[src/frame_sequence_crossfade_defines.svh]
// Assertion helpers shared by the crossfade RTL.
`ifndef FRAME_SEQUENCE_CROSSFADE_DEFINES_SVH
`define FRAME_SEQUENCE_CROSSFADE_DEFINES_SVH

// Same-cycle implication.
`define FSC_ASSERT_IMPLY(label, clk, rst, ante, cons, msg) \
   label: assert property (@(posedge clk) disable iff (rst) (ante) |-> (cons)) else $error(msg);

// Next-cycle implication.
`define FSC_ASSERT_NEXT(label, clk, rst, ante, cons, msg) \
   label: assert property (@(posedge clk) disable iff (rst) (ante) |=> (cons)) else $error(msg);

`endif

[src/fsc_pkg.sv]
package fsc_pkg;

   localparam int RateW    = 16;
   localparam int ModeW    = 2;
   localparam int FrameW   = 8;
   localparam int ChanW    = 8;
   localparam int WeightW  = 17;
   localparam int KindW    = 2;
   localparam int CsrIdxW  = 2;
   localparam int CsrDataW = 16;
   localparam int NumChan  = 3;
   localparam int FracW    = 16;

   // restoring divider: dividend is (count+1)<<16 plus half the rate
   localparam int DivNumW  = 2 * RateW;
   localparam int DivCntW  = $clog2(DivNumW);
   localparam int ChIdxW   = $clog2(NumChan);

   localparam logic [WeightW-1:0] WeightOne = {1'b1, {(WeightW-1){1'b0}}};
   // 0.5 in Q16 for round-half-up on the blend
   localparam int MixAccW = FracW + ChanW + 4;
   localparam logic [MixAccW-1:0] RoundHalf = MixAccW'(1) << (FracW - 1);

   localparam logic [KindW-1:0] KindTick    = 2'd0;
   localparam logic [KindW-1:0] KindPixel   = 2'd1;
   localparam logic [KindW-1:0] KindRestart = 2'd2;

   localparam logic [ModeW-1:0] ModeStatic = 2'd0;
   localparam logic [ModeW-1:0] ModeOnce   = 2'd1;
   localparam logic [ModeW-1:0] ModeLoop   = 2'd2;
   localparam logic [ModeW-1:0] ModeBounce = 2'd3;

   localparam logic [CsrIdxW-1:0] CsrChangeRate   = 2'd0;
   localparam logic [CsrIdxW-1:0] CsrSequenceMode = 2'd1;
   localparam logic [CsrIdxW-1:0] CsrFrameCount   = 2'd2;
   localparam logic [CsrIdxW-1:0] CsrBlendEnable  = 2'd3;

   localparam logic [RateW-1:0]  RateReset      = 16'd100;
   localparam logic [ModeW-1:0]  ModeReset      = ModeLoop;
   localparam logic [FrameW-1:0] CountReset     = 8'd1;
   localparam logic              BlendReset     = 1'b1;
   localparam logic [RateW-1:0]  CountdownReset = 16'd100;

   typedef enum logic [1:0] {
      ST_IDLE,
      ST_DIV,
      ST_MIX,
      ST_SEND
   } fsc_state_type;

   typedef struct packed {
      logic busy;
      logic done;
   } fsc_unit_status_type;

   typedef logic [NumChan-1:0][ChanW-1:0] fsc_rgb_type;

   // blend target for the current index and direction
   function automatic logic [FrameW-1:0] target_frame(
      input logic [ModeW-1:0]  mode,
      input logic [FrameW-1:0] cnt,
      input logic [FrameW-1:0] cur,
      input logic              fwd
   );
      logic [FrameW:0] nxt;
      nxt = {1'b0, cur} + (FrameW+1)'(1);
      if (mode == ModeStatic || cnt == FrameW'(1)) return cur;
      if (fwd) begin
         if (nxt < {1'b0, cnt}) return nxt[FrameW-1:0];
         if (mode == ModeOnce) return cur;
         if (mode == ModeLoop) return '0;
         return cur - FrameW'(1);
      end
      return (cur != '0) ? cur - FrameW'(1) : FrameW'(1);
   endfunction

endpackage

[src/fsc_ifs.sv]
interface fsc_req_if;
   import fsc_pkg::*;
   logic              valid;
   logic              ready;
   logic [KindW-1:0]  kind;
   logic [ChanW-1:0]  last_red;
   logic [ChanW-1:0]  last_green;
   logic [ChanW-1:0]  last_blue;
   logic [ChanW-1:0]  next_red;
   logic [ChanW-1:0]  next_green;
   logic [ChanW-1:0]  next_blue;
   logic [FrameW-1:0] start_frame;

   modport source (output valid, kind, last_red, last_green, last_blue,
                   next_red, next_green, next_blue, start_frame, input ready);
   modport sink   (input valid, kind, last_red, last_green, last_blue,
                   next_red, next_green, next_blue, start_frame, output ready);
endinterface

interface fsc_rsp_if;
   import fsc_pkg::*;
   logic              valid;
   logic              ready;
   logic [ChanW-1:0]  out_red;
   logic [ChanW-1:0]  out_green;
   logic [ChanW-1:0]  out_blue;
   logic              load_request;
   logic              finished;
   logic [FrameW-1:0] frame_now;
   logic [FrameW-1:0] frame_following;

   modport source (output valid, out_red, out_green, out_blue, load_request,
                   finished, frame_now, frame_following, input ready);
   modport sink   (input valid, out_red, out_green, out_blue, load_request,
                   finished, frame_now, frame_following, output ready);
endinterface

interface fsc_csr_if;
   import fsc_pkg::*;
   logic                valid;
   logic                ready;
   logic [CsrIdxW-1:0]  index;
   logic [CsrDataW-1:0] data;

   modport source (output valid, index, data, input ready);
   modport sink   (input valid, index, data, output ready);
endinterface

[src/frame_sequence_crossfade.sv]
// Restart, non-expiring tick without blend, expiring tick, pass-through pixel
// and unknown kinds: result valid in the cycle after the input beat.
// Tick that latches a weight: goes through the 32-step restoring divider first.
// Blended pixel: one channel per cycle through the shared multiplier.
// One item at a time; the next beat is taken the cycle after the result beat.
// Synchronous active-high reset loads register defaults and the sequence state.
`include "frame_sequence_crossfade_defines.svh"

module frame_sequence_crossfade (
   input logic       clock,
   input logic       reset,
   fsc_req_if.sink   req_bus,
   fsc_rsp_if.source rsp_bus,
   fsc_csr_if.sink   csr_bus
);
   import fsc_pkg::*;

   fsc_state_type      state_ff, state_in;

   logic [RateW-1:0]   change_rate_ff;
   logic [ModeW-1:0]   sequence_mode_ff;
   logic [FrameW-1:0]  frame_count_ff;
   logic               blend_enable_ff;

   logic [RateW-1:0]   countdown_ff, countdown_in;
   logic [FrameW-1:0]  frame_index_ff, frame_index_in;
   logic               going_forward_ff, going_forward_in;
   logic               blend_active_ff, blend_active_in;
   logic [WeightW-1:0] blend_weight_ff, blend_weight_in;

   fsc_rgb_type        rgb_ff, rgb_in;
   logic               load_ff, load_in;
   logic               fin_ff, fin_in;
   fsc_rgb_type        pix_last_ff, pix_last_in;
   fsc_rgb_type        pix_next_ff, pix_next_in;

   logic               req_fire;
   logic               is_tick;
   logic               is_pixel;
   logic               frozen;
   logic               expired;
   logic               need_div;
   logic               need_mix;
   logic               div_start;
   logic               mix_start;
   logic [FrameW-1:0]  cnt_eff;
   logic [RateW-1:0]   cdec;
   logic [RateW-1:0]   cdec_p1;
   logic               fwd_eff;
   logic [FrameW:0]    nxt9;
   logic [FrameW-1:0]  bwd;
   logic               at_end;
   logic [DivNumW-1:0] dividend;

   fsc_unit_status_type div_status;
   fsc_unit_status_type mix_status;
   logic [WeightW-1:0]  quotient;
   fsc_rgb_type         mix_result;

   // ---------------- decode ----------------
   always_comb begin
      req_fire = req_bus.valid && req_bus.ready;
      is_tick  = req_bus.kind == KindTick;
      is_pixel = req_bus.kind == KindPixel;
      cnt_eff  = (frame_count_ff == '0) ? FrameW'(1) : frame_count_ff;
      frozen   = (change_rate_ff == '0) || (sequence_mode_ff == ModeStatic) ||
                 (cnt_eff == FrameW'(1));
      cdec     = (countdown_ff == '0) ? '0 : countdown_ff - RateW'(1);
      cdec_p1  = cdec + RateW'(1);
      expired  = cdec == '0;
      fwd_eff  = (sequence_mode_ff != ModeBounce) ? 1'b1 : going_forward_ff;
      nxt9     = {1'b0, frame_index_ff} + (FrameW+1)'(1);
      bwd      = frame_index_ff - FrameW'(1);
      at_end   = nxt9 >= {1'b0, cnt_eff};
      need_div = is_tick && !frozen && !expired && blend_enable_ff;
      need_mix = is_pixel && blend_active_ff;
      dividend = {cdec_p1, {FracW{1'b0}}} + DivNumW'(change_rate_ff[RateW-1:1]);
   end

   // ---------------- next state ----------------
   always_comb begin
      state_in = state_ff;
      case (state_ff)
         ST_IDLE: begin
            if (req_fire) begin
               if (need_div)      state_in = ST_DIV;
               else if (need_mix) state_in = ST_MIX;
               else               state_in = ST_SEND;
            end
         end
         ST_DIV:  if (div_status.done) state_in = ST_SEND;
         ST_MIX:  if (mix_status.done) state_in = ST_SEND;
         ST_SEND: if (rsp_bus.ready) state_in = ST_IDLE;
         default: state_in = ST_IDLE;
      endcase
   end

   // ---------------- FSM outputs ----------------
   always_comb begin
      req_bus.ready = 1'b0;
      rsp_bus.valid = 1'b0;
      div_start     = 1'b0;
      mix_start     = 1'b0;
      case (state_ff)
         ST_IDLE: begin
            req_bus.ready = 1'b1;
            div_start     = req_bus.valid && need_div;
            mix_start     = req_bus.valid && need_mix;
         end
         ST_SEND: rsp_bus.valid = 1'b1;
         default: ;
      endcase
   end

   // ---------------- datapath ----------------
   always_comb begin
      countdown_in     = countdown_ff;
      frame_index_in   = frame_index_ff;
      going_forward_in = going_forward_ff;
      blend_active_in  = blend_active_ff;
      blend_weight_in  = blend_weight_ff;
      rgb_in           = rgb_ff;
      load_in          = load_ff;
      fin_in           = fin_ff;
      pix_last_in      = pix_last_ff;
      pix_next_in      = pix_next_ff;

      if (state_ff == ST_IDLE && req_fire) begin
         rgb_in  = '0;
         load_in = 1'b0;
         fin_in  = 1'b0;
         case (req_bus.kind)
            KindTick: begin
               if (!frozen) begin
                  countdown_in = cdec;
                  if (expired) begin
                     going_forward_in = fwd_eff;
                     if (fwd_eff && at_end && sequence_mode_ff == ModeOnce) begin
                        // index stays put and countdown holds at zero; every later tick finishes too
                        fin_in = 1'b1;
                     end else begin
                        if (fwd_eff) begin
                           if (!at_end) begin
                              frame_index_in = nxt9[FrameW-1:0];
                           end else if (sequence_mode_ff == ModeLoop) begin
                              frame_index_in = '0;
                           end else begin
                              frame_index_in   = cnt_eff - FrameW'(2);
                              going_forward_in = 1'b0;
                           end
                        end else if (frame_index_ff == '0) begin
                           frame_index_in   = FrameW'(1);
                           going_forward_in = 1'b1;
                        end else begin
                           frame_index_in = (bwd >= cnt_eff) ? cnt_eff - FrameW'(1) : bwd;
                        end
                        countdown_in    = change_rate_ff;
                        blend_active_in = 1'b0;
                        load_in         = 1'b1;
                     end
                  end
               end
            end
            KindPixel: begin
               pix_last_in = {req_bus.last_blue, req_bus.last_green, req_bus.last_red};
               pix_next_in = {req_bus.next_blue, req_bus.next_green, req_bus.next_red};
               if (!blend_active_ff) rgb_in = pix_last_in;
            end
            KindRestart: begin
               frame_index_in   = req_bus.start_frame;
               countdown_in     = change_rate_ff;
               going_forward_in = 1'b1;
               blend_active_in  = 1'b0;
            end
            default: ;
         endcase
      end

      if (state_ff == ST_DIV && div_status.done) begin
         blend_weight_in = quotient;
         blend_active_in = 1'b1;
      end
      if (state_ff == ST_MIX && mix_status.done) rgb_in = mix_result;
   end

   always_ff @(posedge clock) begin
      if (reset) begin
         state_ff         <= ST_IDLE;
         change_rate_ff   <= RateReset;
         sequence_mode_ff <= ModeReset;
         frame_count_ff   <= CountReset;
         blend_enable_ff  <= BlendReset;
         countdown_ff     <= CountdownReset;
         frame_index_ff   <= '0;
         going_forward_ff <= 1'b1;
         blend_active_ff  <= 1'b0;
         blend_weight_ff  <= '0;
      end else begin
         state_ff         <= state_in;
         countdown_ff     <= countdown_in;
         frame_index_ff   <= frame_index_in;
         going_forward_ff <= going_forward_in;
         blend_active_ff  <= blend_active_in;
         blend_weight_ff  <= blend_weight_in;
         if (csr_bus.valid) begin
            case (csr_bus.index)
               CsrChangeRate:   change_rate_ff   <= csr_bus.data[RateW-1:0];
               CsrSequenceMode: sequence_mode_ff <= csr_bus.data[ModeW-1:0];
               CsrFrameCount:   frame_count_ff   <= csr_bus.data[FrameW-1:0];
               CsrBlendEnable:  blend_enable_ff  <= csr_bus.data[0];
               default: ;
            endcase
         end
      end
   end

   always_ff @(posedge clock) begin
      rgb_ff      <= rgb_in;
      load_ff     <= load_in;
      fin_ff      <= fin_in;
      pix_last_ff <= pix_last_in;
      pix_next_ff <= pix_next_in;
   end

   assign csr_bus.ready = 1'b1;

   fsc_div u_div (
      .clock    (clock),
      .reset    (reset),
      .start    (div_start),
      .dividend (dividend),
      .divisor  (change_rate_ff),
      .status   (div_status),
      .quotient (quotient)
   );

   fsc_mix u_mix (
      .clock   (clock),
      .reset   (reset),
      .start   (mix_start),
      .weight  (blend_weight_ff),
      .last_px (pix_last_ff),
      .next_px (pix_next_ff),
      .status  (mix_status),
      .result  (mix_result)
   );

   assign rsp_bus.out_red         = rgb_ff[0];
   assign rsp_bus.out_green       = rgb_ff[1];
   assign rsp_bus.out_blue        = rgb_ff[2];
   assign rsp_bus.load_request    = load_ff;
   assign rsp_bus.finished        = fin_ff;
   assign rsp_bus.frame_now       = frame_index_ff;
   assign rsp_bus.frame_following = target_frame(sequence_mode_ff, cnt_eff,
                                                 frame_index_ff, going_forward_ff);

   `FSC_ASSERT_IMPLY(a_rsp_blocks_req, clock, reset, rsp_bus.valid, !req_bus.ready, "request taken while result pending")
   `FSC_ASSERT_NEXT(a_blend_pixel_mixes, clock, reset, req_fire && is_pixel && blend_active_ff, state_ff == ST_MIX && mix_status.busy, "blended pixel did not start mixer")
   `FSC_ASSERT_IMPLY(a_load_fin_excl, clock, reset, rsp_bus.valid, !(load_ff && fin_ff), "load and finished both set")
   `FSC_ASSERT_NEXT(a_div_sets_weight, clock, reset, state_ff == ST_DIV && div_status.done, state_ff == ST_SEND && blend_active_ff, "weight not latched after divide")
   `FSC_ASSERT_IMPLY(a_div_busy_in_div, clock, reset, div_status.busy, state_ff == ST_DIV, "divider busy outside divide")

endmodule

[src/fsc_div.sv]
module fsc_div (
   input  logic                              clock,
   input  logic                              reset,
   input  logic                              start,
   input  logic [fsc_pkg::DivNumW-1:0]       dividend,
   input  logic [fsc_pkg::RateW-1:0]         divisor,
   output fsc_pkg::fsc_unit_status_type      status,
   output logic [fsc_pkg::WeightW-1:0]       quotient
);
   import fsc_pkg::*;

   localparam logic [DivCntW-1:0] LastStep = DivCntW'(DivNumW - 1);

   logic                busy_ff, busy_in;
   logic                done_ff, done_in;
   logic [DivNumW-1:0]  num_ff, num_in;
   logic [RateW-1:0]    rem_ff, rem_in;
   logic [WeightW-1:0]  quo_ff, quo_in;
   logic                ovf_ff, ovf_in;
   logic [DivCntW-1:0]  cnt_ff, cnt_in;

   logic [RateW:0]      trial;
   logic [RateW:0]      diff;
   logic                ge;
   logic                sat;

   always_comb begin
      trial = {rem_ff, num_ff[DivNumW-1]};
      diff  = trial - {1'b0, divisor};
      ge    = trial >= {1'b0, divisor};

      busy_in = busy_ff;
      done_in = busy_ff && (cnt_ff == LastStep);
      num_in  = num_ff;
      rem_in  = rem_ff;
      quo_in  = quo_ff;
      ovf_in  = ovf_ff;
      cnt_in  = cnt_ff;
      if (start) begin
         busy_in = 1'b1;
         num_in  = dividend;
         rem_in  = '0;
         quo_in  = '0;
         ovf_in  = 1'b0;
         cnt_in  = '0;
      end else if (busy_ff) begin
         num_in = num_ff << 1;
         rem_in = ge ? diff[RateW-1:0] : trial[RateW-1:0];
         // quotient bits above the Q16 range only mark saturation
         ovf_in = ovf_ff | quo_ff[WeightW-1];
         quo_in = {quo_ff[WeightW-2:0], ge};
         cnt_in = cnt_ff + DivCntW'(1);
         if (cnt_ff == LastStep) busy_in = 1'b0;
      end
   end

   always_ff @(posedge clock) begin
      if (reset) begin
         busy_ff <= 1'b0;
         done_ff <= 1'b0;
      end else begin
         busy_ff <= busy_in;
         done_ff <= done_in;
      end
   end

   always_ff @(posedge clock) begin
      num_ff <= num_in;
      rem_ff <= rem_in;
      quo_ff <= quo_in;
      ovf_ff <= ovf_in;
      cnt_ff <= cnt_in;
   end

   assign sat         = ovf_ff | (quo_ff[WeightW-1] & (|quo_ff[WeightW-2:0]));
   assign quotient    = sat ? WeightOne : quo_ff;
   assign status.busy = busy_ff;
   assign status.done = done_ff;

endmodule

[src/fsc_mix.sv]
module fsc_mix (
   input  logic                          clock,
   input  logic                          reset,
   input  logic                          start,
   input  logic [fsc_pkg::WeightW-1:0]   weight,
   input  fsc_pkg::fsc_rgb_type          last_px,
   input  fsc_pkg::fsc_rgb_type          next_px,
   output fsc_pkg::fsc_unit_status_type  status,
   output fsc_pkg::fsc_rgb_type          result
);
   import fsc_pkg::*;

   localparam logic [ChIdxW-1:0] LastCh = ChIdxW'(NumChan - 1);

   logic                busy_ff, busy_in;
   logic                done_ff, done_in;
   logic [ChIdxW-1:0]   ch_ff, ch_in;
   fsc_rgb_type         res_ff;

   logic [ChanW-1:0]              lval;
   logic [ChanW-1:0]              nval;
   logic signed [ChanW:0]         diff;
   logic signed [WeightW:0]       wsg;
   logic signed [ChanW+WeightW:0] prod;
   logic signed [MixAccW-1:0]     acc;

   // last*w + next*(1-w) = next + (last-next)*w, one channel per cycle
   always_comb begin
      lval = last_px[ch_ff];
      nval = next_px[ch_ff];
      diff = $signed({1'b0, lval}) - $signed({1'b0, nval});
      wsg  = $signed({1'b0, weight});
      prod = diff * wsg;
      acc  = $signed({4'b0, nval, {FracW{1'b0}}}) + MixAccW'(prod) + $signed(RoundHalf);
   end

   always_comb begin
      busy_in = busy_ff;
      done_in = busy_ff && (ch_ff == LastCh);
      ch_in   = ch_ff;
      if (start) begin
         busy_in = 1'b1;
         ch_in   = '0;
      end else if (busy_ff) begin
         ch_in = ch_ff + ChIdxW'(1);
         if (ch_ff == LastCh) busy_in = 1'b0;
      end
   end

   always_ff @(posedge clock) begin
      if (reset) begin
         busy_ff <= 1'b0;
         done_ff <= 1'b0;
      end else begin
         busy_ff <= busy_in;
         done_ff <= done_in;
      end
   end

   always_ff @(posedge clock) begin
      ch_ff <= ch_in;
      if (busy_ff) res_ff[ch_ff] <= acc[FracW+ChanW-1:FracW];
   end

   assign status.busy = busy_ff;
   assign status.done = done_ff;
   assign result      = res_ff;

endmodule
[src/flat_wrapper.sv]
// flat-port wrapper written by rule: the top's interface ports become plain ports
module frame_sequence_crossfade_flat import fsc_pkg::*;
  (clock, reset, req_bus_valid, req_bus_kind, req_bus_last_red, req_bus_last_green, req_bus_last_blue, req_bus_next_red, req_bus_next_green, req_bus_next_blue, req_bus_start_frame, req_bus_ready, rsp_bus_valid, rsp_bus_out_red, rsp_bus_out_green, rsp_bus_out_blue, rsp_bus_load_request, rsp_bus_finished, rsp_bus_frame_now, rsp_bus_frame_following, rsp_bus_ready, csr_bus_valid, csr_bus_index, csr_bus_data, csr_bus_ready);
  fsc_req_if req_bus_i ();
  fsc_rsp_if rsp_bus_i ();
  fsc_csr_if csr_bus_i ();
  input logic clock;
  input logic reset;
  input wire logic [$bits(req_bus_i.valid)-1:0] req_bus_valid;
  input wire logic [$bits(req_bus_i.kind)-1:0] req_bus_kind;
  input wire logic [$bits(req_bus_i.last_red)-1:0] req_bus_last_red;
  input wire logic [$bits(req_bus_i.last_green)-1:0] req_bus_last_green;
  input wire logic [$bits(req_bus_i.last_blue)-1:0] req_bus_last_blue;
  input wire logic [$bits(req_bus_i.next_red)-1:0] req_bus_next_red;
  input wire logic [$bits(req_bus_i.next_green)-1:0] req_bus_next_green;
  input wire logic [$bits(req_bus_i.next_blue)-1:0] req_bus_next_blue;
  input wire logic [$bits(req_bus_i.start_frame)-1:0] req_bus_start_frame;
  output wire logic [$bits(req_bus_i.ready)-1:0] req_bus_ready;
  output wire logic [$bits(rsp_bus_i.valid)-1:0] rsp_bus_valid;
  output wire logic [$bits(rsp_bus_i.out_red)-1:0] rsp_bus_out_red;
  output wire logic [$bits(rsp_bus_i.out_green)-1:0] rsp_bus_out_green;
  output wire logic [$bits(rsp_bus_i.out_blue)-1:0] rsp_bus_out_blue;
  output wire logic [$bits(rsp_bus_i.load_request)-1:0] rsp_bus_load_request;
  output wire logic [$bits(rsp_bus_i.finished)-1:0] rsp_bus_finished;
  output wire logic [$bits(rsp_bus_i.frame_now)-1:0] rsp_bus_frame_now;
  output wire logic [$bits(rsp_bus_i.frame_following)-1:0] rsp_bus_frame_following;
  input wire logic [$bits(rsp_bus_i.ready)-1:0] rsp_bus_ready;
  input wire logic [$bits(csr_bus_i.valid)-1:0] csr_bus_valid;
  input wire logic [$bits(csr_bus_i.index)-1:0] csr_bus_index;
  input wire logic [$bits(csr_bus_i.data)-1:0] csr_bus_data;
  output wire logic [$bits(csr_bus_i.ready)-1:0] csr_bus_ready;
  assign req_bus_i.valid = req_bus_valid;
  assign req_bus_i.kind = req_bus_kind;
  assign req_bus_i.last_red = req_bus_last_red;
  assign req_bus_i.last_green = req_bus_last_green;
  assign req_bus_i.last_blue = req_bus_last_blue;
  assign req_bus_i.next_red = req_bus_next_red;
  assign req_bus_i.next_green = req_bus_next_green;
  assign req_bus_i.next_blue = req_bus_next_blue;
  assign req_bus_i.start_frame = req_bus_start_frame;
  assign req_bus_ready = req_bus_i.ready;
  assign rsp_bus_valid = rsp_bus_i.valid;
  assign rsp_bus_out_red = rsp_bus_i.out_red;
  assign rsp_bus_out_green = rsp_bus_i.out_green;
  assign rsp_bus_out_blue = rsp_bus_i.out_blue;
  assign rsp_bus_load_request = rsp_bus_i.load_request;
  assign rsp_bus_finished = rsp_bus_i.finished;
  assign rsp_bus_frame_now = rsp_bus_i.frame_now;
  assign rsp_bus_frame_following = rsp_bus_i.frame_following;
  assign rsp_bus_i.ready = rsp_bus_ready;
  assign csr_bus_i.valid = csr_bus_valid;
  assign csr_bus_i.index = csr_bus_index;
  assign csr_bus_i.data = csr_bus_data;
  assign csr_bus_ready = csr_bus_i.ready;
  frame_sequence_crossfade u_core (.clock(clock), .reset(reset), .req_bus(req_bus_i), .rsp_bus(rsp_bus_i), .csr_bus(csr_bus_i));
endmodule
[config.mk]
export PLATFORM = sky130hd
export DESIGN_NAME = frame_sequence_crossfade_flat
export DESIGN_NICKNAME = d
export VERILOG_FILES = /design/src/fsc_pkg.sv /design/src/fsc_ifs.sv /design/src/frame_sequence_crossfade.sv /design/src/fsc_div.sv /design/src/fsc_mix.sv /design/src/flat_wrapper.sv
export VERILOG_INCLUDE_DIRS = /design/src /design/src/src
export SDC_FILE = /design/constraint.sdc
export NUM_CORES = 1
export LEC_CHECK = 0
export BUFFER_PORTS_ARGS = -buffer_cell sky130_fd_sc_hd__buf_2
export CORE_UTILIZATION = 45
export DETAILED_ROUTE_END_ITERATION = 10
export GPL_ROUTABILITY_DRIVEN = 0
export GPL_TIMING_DRIVEN = 0
export HOLD_SLACK_MARGIN = 0.12
export PLACE_DENSITY_LB_ADDON = 0.2
export SLEW_MARGIN = 30
export SYNTH_ARGS = -nofsm -noshare
export SYNTH_HDL_FRONTEND = slang
export SYNTH_HIERARCHICAL = 1
export SYNTH_SLANG_ARGS = --single-unit
[constraint.sdc]
create_clock -name clock -period 20.9 [get_ports clock]
set_input_delay 4.18 -clock clock [delete_from_list [all_inputs] [get_ports clock]]
set_output_delay 4.18 -clock clock [all_outputs]
set_load 0.05 [all_outputs]
* Word-level counts from Yosys, hierarchy flattened
Cells that the tools add are included.
Widths: inputs -> output; s select.
** Operators by class
- Reduce and logical (&&, ||, !) cells :: 47
- Bitwise gates (word level) :: 5
- Eq/ne operators :: 24
- Multiplexer cells :: 89
- Add/sub/neg operators :: 13
- $mul :: 1
- Magnitude comparators :: 6
** Operators by type and width (number)
- $mux 8 :: 23
- $mux 24 :: 4
- $mux 16 :: 5
- $mux 32 :: 2
- $logic_not 16->1 :: 3
- $mux 1 :: 40
- $add 32x15->32 :: 1
- $bmux 8 s2 :: 2
- $pmux 16 s2 :: 1
- $add 24x17->24 const B :: 1
- $add 24x24->24 :: 1
- $bwmux 24 :: 1
- $mul 9x18->24 :: 1
- $ge 17x16->1 :: 1
- $mux 17 :: 1
- $add 16x1->16 const B :: 1
- $demux 8 s2 :: 1
- $logic_not 8->1 :: 2
- $pmux 8 s2 :: 1
- $reduce_or 16->1 :: 1
- $sub 16x1->16 const B :: 1
- $sub 16x16->16 :: 1
- $sub 8x1->8 const B :: 2
- $logic_and 1x1->1 :: 15
- other kinds (34) :: 73
** Storage, ports and cells
- Output and inout port bits :: 45
- Input bits :: 81
- Logic and storage cells :: 219
- Register bits :: 247

* Longest topological paths before layout
- Word-level depth :: 19
- Gate-level depth with buffers :: 32

* Cells and area by module
The synthesis kept the hierarchy.
** By module, submodules not included
- frame_sequence_crossfade :: cells each 877, area each 7998.9 um^2, instances 1
- fsc_mix :: cells each 629, area each 6078.3 um^2, instances 1
- fsc_div :: cells each 372, area each 3922.5 um^2, instances 1

* Worst setup path after synthesis
No wires, ideal clock.
- Path kind :: register to output
- Start :: register u_core.frame_index_ff[2] (netlist: u_core/rsp_bus.frame_now[2])
- End :: output rsp_bus_frame_following[3]
- Buffers on the path :: 3
- Path slack :: 12.287 ns
- Arrival :: 4.433 ns
- Stages on the path, launching flop included :: 17
- Cell sequence :: dfxtp_1 > clkbuf_1 > clkbuf_1 > nand3_1 > nor2_1 > xnor2_1 > inv_1 > ha_1 > and3_1 > a221o_1 > a31oi_1 > o21a_1 > clkbuf_1 > nand2_1 > o21ai_0 > a21oi_1 > o21ai_0
** Between the ends
- Word-level cells in the longest chain between the ends :: 11
- Elaborated cells on any way between the ends :: 17
- Those cells by class :: add/sub: 2; order compare: 1; mux: 13; reduce/logical: 1
** RTL lines
- start: declaration :: RTL line frame_sequence_crossfade.sv:26 : logic [FrameW-1:0] frame_index_ff, frame_index_in;
- start signal: assignment :: RTL line frame_sequence_crossfade.sv:201 : frame_index_ff <= frame_index_in;
- $add 8x1->9 :: RTL line fsc_pkg.sv:66 : nxt = {1'b0, cur} + (FrameW+1)'(1);
- $lt 9x8->1 :: RTL line fsc_pkg.sv:69 : if (nxt < {1'b0, cnt}) return nxt[FrameW-1:0];
- $mux 8 :: RTL line fsc_pkg.sv:69
- $mux 8 :: RTL line fsc_pkg.sv:70 : if (mode == ModeOnce) return cur;
- $mux 8 :: RTL line fsc_pkg.sv:71 : if (mode == ModeLoop) return '0;
- $mux 8 :: RTL line fsc_pkg.sv:72 : return cur - FrameW'(1);
- $mux 8 :: RTL line fsc_pkg.sv:71
- $mux 8 :: RTL line fsc_pkg.sv:70
- $mux 8 :: RTL line fsc_pkg.sv:68 : if (fwd) begin
- $mux 8 * :: RTL line fsc_pkg.sv:74 : return (cur != '0) ? cur - FrameW'(1) : FrameW'(1);
- $mux 8 * :: RTL line fsc_pkg.sv:68
- end: declaration :: RTL line flat_wrapper.sv:26 : output wire logic [$bits(rsp_bus_i.frame_following)-1:0] rsp_bus_frame_following;
Every way passes the cells marked *; elsewhere a longest branch is shown, timed or not. The select of a mux whose other input is x is not followed.

* Worst setup path after layout
- Start :: register u_core.u_mix.ch_ff[0]
- End :: register u_core.u_mix.res_ff, in the netlist u_core/u_mix/result[13], data pin
** Between the ends
- Word-level cells in the longest chain between the ends :: 7
- Elaborated cells on any way between the ends :: 14
- Those cells by class :: add/sub: 3; mul: 1; order compare: 2; mux: 7; reduce/logical: 1
** RTL lines
- start: declaration :: RTL line fsc_mix.sv:17 : logic [ChIdxW-1:0] ch_ff, ch_in;
- start signal: assignment :: RTL line fsc_mix.sv:61 : ch_ff <= ch_in;
- $bmux 8 s2, on equally long branches :: RTL line fsc_mix.sv:29, fsc_mix.sv:30
- $mux 8, on equally long branches :: RTL line fsc_mix.sv:29, fsc_mix.sv:30
- $sub 8x8->9 :: RTL line fsc_mix.sv:31 : diff = $signed({1'b0, lval}) - $signed({1'b0, nval});
- $mul 9x18->24 :: RTL line fsc_mix.sv:33 : prod = diff * wsg;
- $add 24x24->24 * :: RTL line fsc_mix.sv:34 : acc = $signed({4'b0, nval, {FracW{1'b0}}}) + MixAccW'(prod) + $signed(RoundHalf);
- $add 24x17->24 * :: RTL line fsc_mix.sv:34
- net u_core.u_mix.acc[21] :: RTL line fsc_mix.sv:25 : logic signed [MixAccW-1:0] acc;
- $bwmux 24 * :: RTL line fsc_mix.sv:62 : if (busy_ff) res_ff[ch_ff] <= acc[FracW+ChanW-1:FracW];
- end signal: indexed assignment :: RTL line fsc_mix.sv:62
- end: declaration :: RTL line fsc_mix.sv:18 : fsc_rgb_type res_ff;
The timed path passes the listed nets; every way through them passes the cells marked *. The select of a mux whose other input is x is not followed.
A chain may end at the register's enable or synchronous reset.

==> impl_metrics.csv <==
group,metric,value,unit
die,die_y,202,µm
cts,htree_levels,1,
finish,nets,2325,
worst_setup_path,critPathCaptureType,"register",
finish,mostFrequentLayoutCell,"nand2_1",
finish,multi_input_area,10700,µm²
finish,seq_area,6250,µm²
die,coreArea,39000,µm²
global_route,grt_pass1_vias,14065,
cts,post_cts_resized,0,
worst_setup_path,start_kind,"register",
timing,slew-limit-headroom,36.3,%
cts,cts_setup_buffers,0,
cts,cts-buffers-inserted,27,
worst_setup_path,worstReg2RegStart,"u_core/u_mix/ch_ff[0]$_SDFFE_PP0P_",
finish,n_antenna_cell,0,
die,die_area,40800,µm²
worst_setup_path,cp.arrival,9.41,ns
global_route,grt_pass1_wl,74.9,mm
detailed_routing,drtIter0Drc,900,
global_route,grt_usage,23.1,%
finish,mostFrequentLayoutCells,"nand2_1, inv_1, buf_2, edfxtp_1, nor2_1",
detailed_routing,vias_per_cell,5.50,
worst_hold_path,min_path_type,"reg2reg",
timing,tightest_slew,0.947,ns
die,ios,126,
die,initial_core_util,46.1,%
placed_design,io_buffers,123,
detailed_routing,wire_per_inst,18.2,µm
detailed_routing,route.detailed.drc,0,
run,maxCapViolCount,0,
timing,drv_slew,0,
cts,root_buffer,"clkbuf_16",
power,internal_power,1.20,mW
worst_setup_path,rrSetupSlack,11.81,ns
die,fp.dieW,202,µm
detailed_routing,vias,14119,
power,power.switching,818,µW
detailed_routing,wl,46.8,mm
global_route,grt_max_degree,33,
timing,tns,0,ns
worst_setup_path,cp_max_fo,10,
worst_setup_path,crit_top_cell,"fa_1",
power,p_seq_share,32.4,%
status,status,"complete, no violations",
logic_synthesis,synth-warning-count,6,
worst_setup_path,timing.rr.end,"u_core/u_mix/result[13]$_DFFE_PP_",
worst_hold_path,hp-start,"u_core/u_div/rem_ff[15]$_SDFFE_PP0P_",
timing,hold_viol,0,
placed_design,hpwl,36.0,mm
worst_setup_path,critPathSlowestCell,"buf_1",
global_route,grt_overflow,0,
die,num_rows,72,
worst_setup_path,r2r_cells,31,
worst_setup_path,critical_path_class,"reg2reg",
power,p_leak,8.54,nW
timing,finalSetupViolCount,0,
cts,clkTransAtPathRegs,0.06,ns
power,p_sw_share,40.4,%
finish,synthToLayoutAreaGrowth,12.0,%
power,vdd_drop_max,0.0617,mV
cts,cts.sinks,247,
cts,max-clock-path-buffers,3,
worst_hold_path,holdPathStages,2,
global_route,antenna_found_initial,0,
power,clkPwrFrac,21.7,%
finish,drive_gt1_share,12.5,%
logic_synthesis,syn_area,18000,µm²
timing,rsz0062_at_grt,"no",
timing,fmax,110,MHz
cts,clkLatencyLatePin,0.55,ns
cts,cts_tree,"built",
detailed_routing,postRouteAntennaNets,0,
timing,finalWorstSetupSlack,11.81,ns
detailed_routing,first_pass_iters,5,
cts,postCtsHoldBufs,0,
timing,post-route-period-util,43.5,%
finish,fillers,3650,
logic_synthesis,syn_avg_cell_area,9.59,µm²
worst_setup_path,worst_ep_required_time,21.22,ns
worst_setup_path,max_stage_delay,0.66,ns
power,cellPowerDensity,100,nW/µm²
placed_design,post-place-ws,11.81,ns
timing,clock_skew,0.0146,ns
timing,period_needed,9.09,ns
worst_hold_path,hold_end,"u_core/u_div/rem_ff[15]$_SDFFE_PP0P_",
logic_synthesis,syn_inst,1876,
power,power_frac_comb,45.9,%
logic_synthesis,synth_nets,2171,
==> flip-flops by register name, indices dropped and copies added, names as in the netlist, 16 cells and up <==
| signal | cells |
|---|---|
| u_core/u_div/num_ff | 32 |
| u_core/u_div/rem_ff | 16 |
| u_core/pix_last_ff | 24 |
| u_core/change_rate_ff | 16 |
| u_core/blend_weight_ff | 17 |
| u_core/u_div/quo_ff | 17 |
| u_core/pix_next_ff | 24 |
| u_core/u_mix/result | 24 |
| u_core/countdown_ff | 16 |
==> how the worst max path moves through the flow <==
stage | start | to | slack [ns] | cells past startpoint
6_report | u_core/u_mix/ch_ff[0]$_SDFFE_PP0P_ | u_core/u_mix/result[13]$_DFFE_PP_ | 11.81 | 31
5_1_grt | u_core/u_mix/ch_ff[0]$_SDFFE_PP0P_ | u_core/u_mix/result[13]$_DFFE_PP_ | 11.18 | 31
4_1_cts | u_core/u_mix/ch_ff[0]$_SDFFE_PP0P_ | u_core/u_mix/result[13]$_DFFE_PP_ | 11.76 | 31
3_5_place_dp | u_core/u_mix/ch_ff[0]$_SDFFE_PP0P_ | u_core/u_mix/result[21]$_DFFE_PP_ | 11.81 | 31
3_3_place_gp | u_core/u_mix/ch_ff[0]$_SDFFE_PP0P_ | u_core/u_mix/result[5]$_DFFE_PP_ | 11.87 | 31
2_1_floorplan | u_core/rsp_bus.frame_now[2]$_SDFFE_PP0P_ | rsp_bus_frame_following[3] | 12.29 | 16
==> worst max-delay path, delay by kind of cell (launching register included) <==
family	cells	cell delay [ns]
muxes	1	0.23
and+or+nand+nor	6	0.78
DFF	1	0.34
xor gates and xnor gates	2	0.96
buffers and inverters	6	1.40
adders and majority gates	8	3.66
AOI/OAI and AO/OA	8	1.49
==> routing by layer <==
layer	track usage (%)	part of all wire, %	vias up	routed length (µm)
li1	-	-	6756	-
met5	0	0	-	0
met2	39.5	48	420	22600
met4	7.33	2.9	0	1340
met1	30.1	43	6841	20300
met3	3.06	5.5	102	2590
==> power groups by stage <==
stage | Combinational, mW | Sequential [mW] | Clock (mW)
floorplan | 0.648 | 0.696 | 0
finish | 0.928 | 0.655 | 0.439
CTS | 0.927 | 0.655 | 0.448
detailed placement | 0.921 | 0.664 | 0
global placement | 0.902 | 0.663 | 0
global route | 1.03 | 0.663 | 0.467
==> through the flow <==
stage / total power, mW / util [%] / hold slack (ns) / cells / instance area (µm²)
2_1_floorplan: 1.34 / - / 0.426 / 1876 / 18000
3_3_place_gp: 1.57 / 49.3 / 0.438 / 2517 / 19200
6_report: 2.02 / 51.6 / 0.454 / 2566 / 20100
5_1_grt: 2.16 / 51.6 / 0.491 / 2566 / 20100
3_5_place_dp: 1.59 / 49.6 / 0.443 / 2519 / 19300
4_1_cts: 2.03 / 51.6 / 0.458 / 2566 / 20100
==> area by class of cell <==
type	instances	share of cell area [%]
buffer	88	1.94
multi-input combinational	1363	53.2
timing repair buffer	125	3.33
inverter	178	3.32
clock inverter	12	0.367
clock buffer	35	3.60
sequential	247	31.0
tap	518	3.22
Note: power is estimated with default switching activity, not from simulation.
